**config.mk**
```make
export PLATFORM = sky130hd
export DESIGN_NAME = ultrasonic_echo_ranger
export DESIGN_NICKNAME = d
export VERILOG_FILES = /design/src/uer_pkg.sv /design/src/ultrasonic_echo_ranger.sv /design/src/uer_core.sv
export SDC_FILE = /design/constraint.sdc
export NUM_CORES = 1
export LEC_CHECK = 0
export ABC_AREA = 1
export BUFFER_PORTS_ARGS = -buffer_cell sky130_fd_sc_hd__clkbuf_2
export CELL_PAD_IN_SITES_DETAIL_PLACEMENT = 0
export CELL_PAD_IN_SITES_GLOBAL_PLACEMENT = 1
export CORE_ASPECT_RATIO = 1.75
export CORE_MARGIN = 2
export CORE_UTILIZATION = 32
export DETAILED_ROUTE_END_ITERATION = 8
export PLACE_DENSITY = 0.62
export SLEW_MARGIN = 25
export SYNTH_ARGS = -nofsm -noshare
export SYNTH_HDL_FRONTEND = slang
export SYNTH_HIERARCHICAL = 1
export SYNTH_SLANG_ARGS = --single-unit
```
**constraint.sdc**
```tcl
create_clock -name i_clk -period 6.6 [get_ports i_clk]
set_clock_uncertainty 0.05 [all_clocks]
set_input_delay 0.33 -clock i_clk [delete_from_list [all_inputs] [get_ports i_clk]]
set_output_delay 0.33 -clock i_clk [all_outputs]
set_load 0.02 [all_outputs]
```
**src/uer_pkg.sv**
```systemverilog
// Shared types and constants for the two-sensor ultrasonic ranging controller.
// Used by uer_core, ultrasonic_echo_ranger and uer_checker; depends on nothing.
package uer_pkg;

    localparam int COUNT_WIDTH = 16;
    localparam int CFG_WIDTH   = 16;
    localparam int DIST_WIDTH  = 16;
    localparam int CMP_WIDTH   = (COUNT_WIDTH > CFG_WIDTH) ? COUNT_WIDTH : CFG_WIDTH;

    // distance = count * 343 / 125, tracked as quotient and remainder per tick
    localparam int SOUND_NUM   = 343;
    localparam int SOUND_DEN   = 125;
    localparam int STEP_QUO    = SOUND_NUM / SOUND_DEN;
    localparam int STEP_REM    = SOUND_NUM % SOUND_DEN;
    localparam int REM_WIDTH   = $clog2(SOUND_DEN);

    localparam logic [7:0]            RST_TRIGGER_TICKS = 8'd1;
    localparam logic [CFG_WIDTH-1:0]  RST_WAIT_LIMIT    = 16'd6250;
    localparam logic [CFG_WIDTH-1:0]  RST_ECHO_CAP      = 16'd1500;

    typedef logic [1:0] t_cfg_idx;
    localparam t_cfg_idx REG_TRIGGER_TICKS = 2'd0;
    localparam t_cfg_idx REG_WAIT_LIMIT    = 2'd1;
    localparam t_cfg_idx REG_ECHO_CAP      = 2'd2;

    typedef logic [COUNT_WIDTH-1:0] t_count;
    typedef logic [CMP_WIDTH-1:0]   t_cmp;
    typedef logic [DIST_WIDTH-1:0]  t_dist;
    typedef logic [REM_WIDTH-1:0]   t_rem;

    typedef enum logic [1:0] {
        PH_IDLE = 2'd0,
        PH_TRIG = 2'd1,
        PH_WAIT = 2'd2,
        PH_ECHO = 2'd3
    } t_phase;

    typedef struct packed {
        logic [7:0]           trigger_ticks;
        logic [CFG_WIDTH-1:0] wait_limit;
        logic [CFG_WIDTH-1:0] echo_cap;
    } t_cfg;

    typedef struct packed {
        logic command;
        logic front_sensor;
        logic echo_front;
        logic echo_back;
    } t_item;

    typedef struct packed {
        logic  trig_front;
        logic  trig_back;
        logic  busy_res;
        logic  done_res;
        t_dist distance_mm;
        logic  no_echo;
    } t_result;

endpackage

```
**src/ultrasonic_echo_ranger.sv**
```systemverilog
// Top level of the two-sensor ultrasonic ranging controller: ports, configuration
// registers, input and result registers. Uses uer_pkg and uer_core.
//
// Each input item is a timer tick (command 0) or a start (command 1) and gives exactly
// one result: the trigger levels, busy, a done pulse, the last distance in mm and the
// no-echo flag as they stand after that item. While the output is not stalled, the block
// takes one item per clock cycle. An item passes the input register, which loads at the
// transfer edge, and then the result register, which loads together with the sequencer
// state when the item advances; the sequencer update itself is combinational. Either
// side may stall at any time; a held result lets one more item into the input register,
// then the input stalls until the result transfers. Distance is kept as a running
// quotient and remainder of count*343/125, so no divider or multiplier is needed.
// Configuration writes are taken every cycle (o_cfg_ready is always high); index 3 is
// ignored.
module ultrasonic_echo_ranger (
    input  logic                    i_clk,
    input  logic                    i_rst_n,
    input  logic                    i_cfg_valid,
    output logic                    o_cfg_ready,
    input  uer_pkg::t_cfg_idx       i_cfg_index,
    input  logic [15:0]             i_cfg_data,
    input  logic                    i_in_valid,
    output logic                    o_in_ready,
    input  logic                    i_command,
    input  logic                    i_front_sensor,
    input  logic                    i_echo_front,
    input  logic                    i_echo_back,
    output logic                    o_out_valid,
    input  logic                    i_out_ready,
    output logic                    o_trig_front,
    output logic                    o_trig_back,
    output logic                    o_busy_res,
    output logic                    o_done_res,
    output logic [15:0]             o_distance_mm,
    output logic                    o_no_echo
);
    import uer_pkg::*;

    t_cfg    r_cfg;
    logic    r_in_valid;
    t_item   r_item;
    logic    r_out_valid;
    t_result r_res;
    t_result core_res;
    logic    advance;

    assign o_cfg_ready = 1'b1;

    always_ff @(posedge i_clk) begin
        if (!i_rst_n) begin
            r_cfg.trigger_ticks <= RST_TRIGGER_TICKS;
            r_cfg.wait_limit    <= RST_WAIT_LIMIT;
            r_cfg.echo_cap      <= RST_ECHO_CAP;
        end else if (i_cfg_valid) begin
            case (i_cfg_index)
                REG_TRIGGER_TICKS: r_cfg.trigger_ticks <= i_cfg_data[7:0];
                REG_WAIT_LIMIT:    r_cfg.wait_limit    <= i_cfg_data;
                REG_ECHO_CAP:      r_cfg.echo_cap      <= i_cfg_data;
                default:           r_cfg               <= r_cfg;
            endcase
        end
    end

    // move the held item into the result register when that register frees up
    assign advance    = r_in_valid && (!r_out_valid || i_out_ready);
    assign o_in_ready = !r_in_valid || advance;

    always_ff @(posedge i_clk) begin
        if (!i_rst_n) begin
            r_in_valid <= 1'b0;
        end else if (o_in_ready) begin
            r_in_valid <= i_in_valid;
        end
    end

    always_ff @(posedge i_clk) begin
        if (i_in_valid && o_in_ready) begin
            r_item.command      <= i_command;
            r_item.front_sensor <= i_front_sensor;
            r_item.echo_front   <= i_echo_front;
            r_item.echo_back    <= i_echo_back;
        end
    end

    uer_core u_core (
        .i_clk   (i_clk),
        .i_rst_n (i_rst_n),
        .i_step  (advance),
        .i_item  (r_item),
        .i_cfg   (r_cfg),
        .o_res   (core_res)
    );

    always_ff @(posedge i_clk) begin
        if (!i_rst_n) begin
            r_out_valid <= 1'b0;
        end else if (advance) begin
            r_out_valid <= 1'b1;
        end else if (i_out_ready) begin
            r_out_valid <= 1'b0;
        end
    end

    always_ff @(posedge i_clk) begin
        if (advance) begin
            r_res <= core_res;
        end
    end

    assign o_out_valid   = r_out_valid;
    assign o_trig_front  = r_res.trig_front;
    assign o_trig_back   = r_res.trig_back;
    assign o_busy_res    = r_res.busy_res;
    assign o_done_res    = r_res.done_res;
    assign o_distance_mm = r_res.distance_mm;
    assign o_no_echo     = r_res.no_echo;

endmodule

```
**src/uer_core.sv**
```systemverilog
// Measurement sequencer: phase, tick counter and running distance.
// One item is applied per i_step; o_res shows the state after that item. Uses uer_pkg.
module uer_core (
    input  logic             i_clk,
    input  logic             i_rst_n,
    input  logic             i_step,
    input  uer_pkg::t_item   i_item,
    input  uer_pkg::t_cfg    i_cfg,
    output uer_pkg::t_result o_res
);
    import uer_pkg::*;

    localparam t_count COUNT_MAX = {COUNT_WIDTH{1'b1}};

    t_phase r_phase, n_phase;
    t_count r_tick, n_tick;
    logic   r_use_front, n_use_front;
    t_dist  r_last, n_last;
    t_dist  r_quo, n_quo;
    t_rem   r_rem, n_rem;

    logic        echo;
    logic        can_inc;
    t_count      tick_inc;
    logic [7:0]  rem_sum;
    logic        rem_wrap;
    t_dist       quo_inc;
    t_rem        rem_inc;
    logic        done;
    logic        miss;

    always_ff @(posedge i_clk) begin
        if (!i_rst_n) begin
            r_phase     <= PH_IDLE;
            r_tick      <= '0;
            r_use_front <= 1'b0;
            r_last      <= '0;
            r_quo       <= '0;
            r_rem       <= '0;
        end else if (i_step) begin
            r_phase     <= n_phase;
            r_tick      <= n_tick;
            r_use_front <= n_use_front;
            r_last      <= n_last;
            r_quo       <= n_quo;
            r_rem       <= n_rem;
        end
    end

    // saturating count and the matching distance quotient/remainder one tick on
    always_comb begin
        echo     = r_use_front ? i_item.echo_front : i_item.echo_back;
        can_inc  = (r_tick != COUNT_MAX);
        tick_inc = can_inc ? r_tick + t_count'(1) : r_tick;
        rem_sum  = 8'(r_rem) + 8'(STEP_REM);
        rem_wrap = (rem_sum >= 8'(SOUND_DEN));
        if (!can_inc) begin
            quo_inc = r_quo;
            rem_inc = r_rem;
        end else if (rem_wrap) begin
            quo_inc = r_quo + t_dist'(STEP_QUO + 1);
            rem_inc = REM_WIDTH'(rem_sum - 8'(SOUND_DEN));
        end else begin
            quo_inc = r_quo + t_dist'(STEP_QUO);
            rem_inc = REM_WIDTH'(rem_sum);
        end
    end

    always_comb begin
        n_phase     = r_phase;
        n_tick      = r_tick;
        n_use_front = r_use_front;
        n_last      = r_last;
        n_quo       = r_quo;
        n_rem       = r_rem;
        done        = 1'b0;
        miss        = 1'b0;
        if (i_item.command) begin
            // a start while busy is dropped
            if (r_phase == PH_IDLE) begin
                n_phase     = PH_TRIG;
                n_tick      = '0;
                n_use_front = i_item.front_sensor;
            end
        end else begin
            case (r_phase)
                PH_TRIG: begin
                    n_tick = tick_inc;
                    if (t_cmp'(tick_inc) >= t_cmp'(i_cfg.trigger_ticks)) begin
                        n_phase = PH_WAIT;
                        n_tick  = '0;
                    end
                end
                PH_WAIT: begin
                    if (echo) begin
                        n_phase = PH_ECHO;
                        n_tick  = '0;
                        n_quo   = '0;
                        n_rem   = '0;
                    end else begin
                        n_tick = tick_inc;
                        if (t_cmp'(tick_inc) >= t_cmp'(i_cfg.wait_limit)) begin
                            n_phase = PH_IDLE;
                            n_tick  = '0;
                            n_last  = '0;
                            done    = 1'b1;
                            miss    = 1'b1;
                        end
                    end
                end
                PH_ECHO: begin
                    if (echo) begin
                        n_tick = tick_inc;
                        n_quo  = quo_inc;
                        n_rem  = rem_inc;
                        if (t_cmp'(tick_inc) >= t_cmp'(i_cfg.echo_cap)) begin
                            n_phase = PH_IDLE;
                            n_tick  = '0;
                            n_last  = quo_inc;
                            done    = 1'b1;
                        end
                    end else begin
                        n_phase = PH_IDLE;
                        n_tick  = '0;
                        n_last  = r_quo;
                        done    = 1'b1;
                    end
                end
                default: begin
                    n_phase = r_phase;
                end
            endcase
        end
    end

    always_comb begin
        o_res.trig_front  = (n_phase == PH_TRIG) && n_use_front;
        o_res.trig_back   = (n_phase == PH_TRIG) && !n_use_front;
        o_res.busy_res    = (n_phase != PH_IDLE);
        o_res.done_res    = done;
        o_res.distance_mm = n_last;
        o_res.no_echo     = miss;
    end

endmodule

```
==> impl_metrics.tcl <==
set metrics [dict create \
    die_area_mm2 0.02815 \
    syn_to_final_growth_pct 11.17 \
    avgSynthCellArea_um2 6.531 \
    die_h_um 220.5 \
    synthAdderAreaFrac_pct 7.155 \
    power_mw 1.974 \
    htreeDepth 4 \
    cp_slowest_cell "xnor2_1" \
    synth_edf_count 25 \
    clock_latency_ps 440 \
    finalWirelength_um 24740 \
    first_pass_iters 5 \
    synth_xor_area_share_pct 3.855 \
    synth.distinct_cells 45 \
    worst_pin_slew_ps 766.9 \
    critPathBufInv 1 \
    drt-initial-drc-count 398 \
    finalSetupViolations 0 \
    required_ps 6720 \
    hold_violations 0 \
    cts_setup_buffers 0 \
    place_congestion 0.8318 \
    synth-seq-cells 125 \
    async_reset_ff_share_pct 0 \
    path_max_fanout 17 \
    fillers 2956 \
    relSlewSlack_pct 48.88 \
    finalCritPeriodShare_pct 66.92 \
    num_rows 79 \
    drv_slew 0 \
    clkTransAtPathRegs_ps 50 \
    cp_slowest_stage_delay_ps 480 \
    crit_arrival_ps 4540 \
    stdcell_count 1671 \
    min-delay-path-class "primary input to register" \
    max_freq_mhz 226.4 \
    p_leak_nw 4.759 \
    grt_use_total_pct 18.28 \
    synth_top_area_share_pct 23.36 \
    cpMostUsedCell "nand2_1" \
    cts_resized 0 \
    cts_num_sinks 125 \
    grt_start_max_net_pins 59 \
    vdd_drop_max_uv 199.7 \
    finalSetupTns_ps 0 \
    overflow 0 \
    dp_hpwl_um 18090 \
    numCtsBuffers 17 \
    drc_errors 0 \
    clk_path_buf_depth 2 \
    grt_pass1_vias 7660 \
    io_pins 51 \
    finalCriticalPeriod_ps 4416 \
    critPathTopFamily "simple AND/OR/NAND/NOR gates" \
    cp-start-kind "register" \
    rsz0062_at_grt "no" \
    syn_area_mm2 0.008568 \
    numPortBuffers 49 \
    clockRootBuffer "clkbuf_16" \
    synth.top_cells.by_area "dfxtp_1 (23%), nand2_1 (18%), edfxtp_1 (8.8%)" \
    drt-vias-per-instance 4.700 \
    crit_type "register to register" \
    drive_gt1_share_pct 10.62 \
    diodes 0 \
    rrSetupSlack_ps 2180 \
    synth_top_cell_by_area "dfxtp_1" \
    synth_nets 1388 \
    post_drt_wl_per_cell_um 14.81 \
    utilization_pct 35.96 \
    synth-simple-area-share_pct 36.17 \
    synth_top_family_by_area "simple AND/OR/NAND/NOR gates" \
    synth_compound_area_share_pct 8.528 \
    synth-main-ff-cell "dfxtp_1" \
    synth_cells 1312 \
    antenna_found_initial 0 \
    start_util_pct 32.34 \
    synthMuxAreaShare_pct 0 \
    die_w_um 127.7 \
    yosysWarnings 6 \
    dp.cells 1639 \
    maxCapViolations 0 \
    grt_pass1_wl_um 39850 \
    cts_tree "built" \
    p_per_area_mw_per_mm2 207.2 \
    ant_nets 0 \
    critPathCaptureType "register" \
    ys_seq_area_share_pct 32.13 \
    status "finished, final reports clean" \
    num_vias 7853 \
    core_mm2 0.02649 \
    cts_hold_buf 0 \
    final_nets 1410 \
]
[where the power goes]
part / switching, mW / leakage [nW] / total, mW / internal, mW
combinational: 0.143 / 3.44 / 0.211 / 0.0675
clock: 0.370 / 0.267 / 0.929 / 0.559
sequential: 0.0203 / 1.06 / 0.834 / 0.813
[cell usage after synthesis (4+ instances only)]
cell type,count
o21ai_1,6
nand3_1,116
nor2_1,141
nand4_1,8
a21oi_2,10
edfxtp_1,25
inv_1,180
buf_2,10
dfxtp_1,100
buf_4,11
buf_6,6
xnor2_1,5
o21ai_0,29
inv_2,4
nor2_2,6
nand2_1,403
ha_1,49
clkbuf_1,23
nand3b_1,4
nand2_2,18
nor3_1,18
a21oi_1,77
xor2_1,29
[sequential cells by signal (all words and copies together), names as in the netlist, 2 cells and up]
signal	flops
r_cfg	40
o_distance_mm	16
u_core/r_last	16
u_core/r_quo	16
u_core/r_tick	16
u_core/r_rem	7
r_item	4
u_core/r_phase	2
[metal layers]
layer	GRT usage (%)	part of all wire, %	up-vias
met2	37.11	57	102
met4	7.546	3.1	0
met5	0	0	-
met1	17.93	38	3566
met3	2.877	1.8	32
li1	-	-	4153
[cell type report]
class | count | area, um^2 | share of cell area [%]
multi-input combinational | 946 | 4788 | 50.27
sequential | 125 | 2753 | 28.90
inverter | 186 | 698.2 | 7.330
clock buffer | 19 | 442.9 | 4.650
tap | 324 | 405.4 | 4.256
timing repair buffer | 58 | 312.8 | 3.284
clock inverter | 13 | 125.1 | 1.314
[final timing paths]
path,cells after the start,end,from
max,27,o_trig_front$_DFFE_PP_,u_core/r_tick[0]$_SDFFE_PN0P_
max reg2reg,27,o_trig_front$_DFFE_PP_,u_core/r_tick[0]$_SDFFE_PN0P_
min reg2reg,2,r_cfg[4]$_SDFFE_PN1P_,r_cfg[4]$_SDFFE_PN1P_
min,1,r_item[2]$_DFFE_PP_,i_front_sensor
[metrics by stage]
stage	instance area (um^2)	setup WS, ps	hold WS (ps)
global placement	8957	2242	401.8
finish	9525	2184	26.74
CTS	9525	2079	4.434
global route	9525	1613	8.243
detailed placement	8957	2108	407.9
floorplan	8568	3210	378.9
[cells in the final DEF, fill, tap and decap left out, types with 3 or more instances in the layout]
master / Yosys / final
or2_2: 3 / 3
nor3_1: 18 / 18
nand2_1: 403 / 403
edfxtp_1: 25 / 25
a21oi_2: 10 / 10
xor2_1: 29 / 29
nor2_1: 141 / 141
nand2_2: 18 / 18
dfxtp_1: 100 / 100
nand3_2: 3 / 3
clkinv_1: 2 / 5
inv_1: 180 / 180
inv_2: 4 / 4
nand3_1: 116 / 116
clkinv_2: 0 / 3
clkbuf_16: 0 / 17
nor2_2: 6 / 6
nand4_1: 8 / 8
clkinvlp_4: 0 / 4
xnor2_1: 5 / 5
clkbuf_2: 1 / 49
buf_4: 11 / 9
a21oi_1: 77 / 76
nand3b_1: 4 / 4
ha_1: 49 / 49
o21ai_0: 29 / 29
nand2_4: 3 / 3
o21ai_1: 6 / 6
[kinds of logic after synthesis]
logic type	count (synthesis)
flip-flops	125
XOR/XNOR	36
buffers and inverters	241
other	1
AO/OA/AOI/OAI	131
adder cells (fa/ha/maj)	49
AND/OR/NAND/NOR	729
No activity file was read; power rests on OpenSTA's default activity.
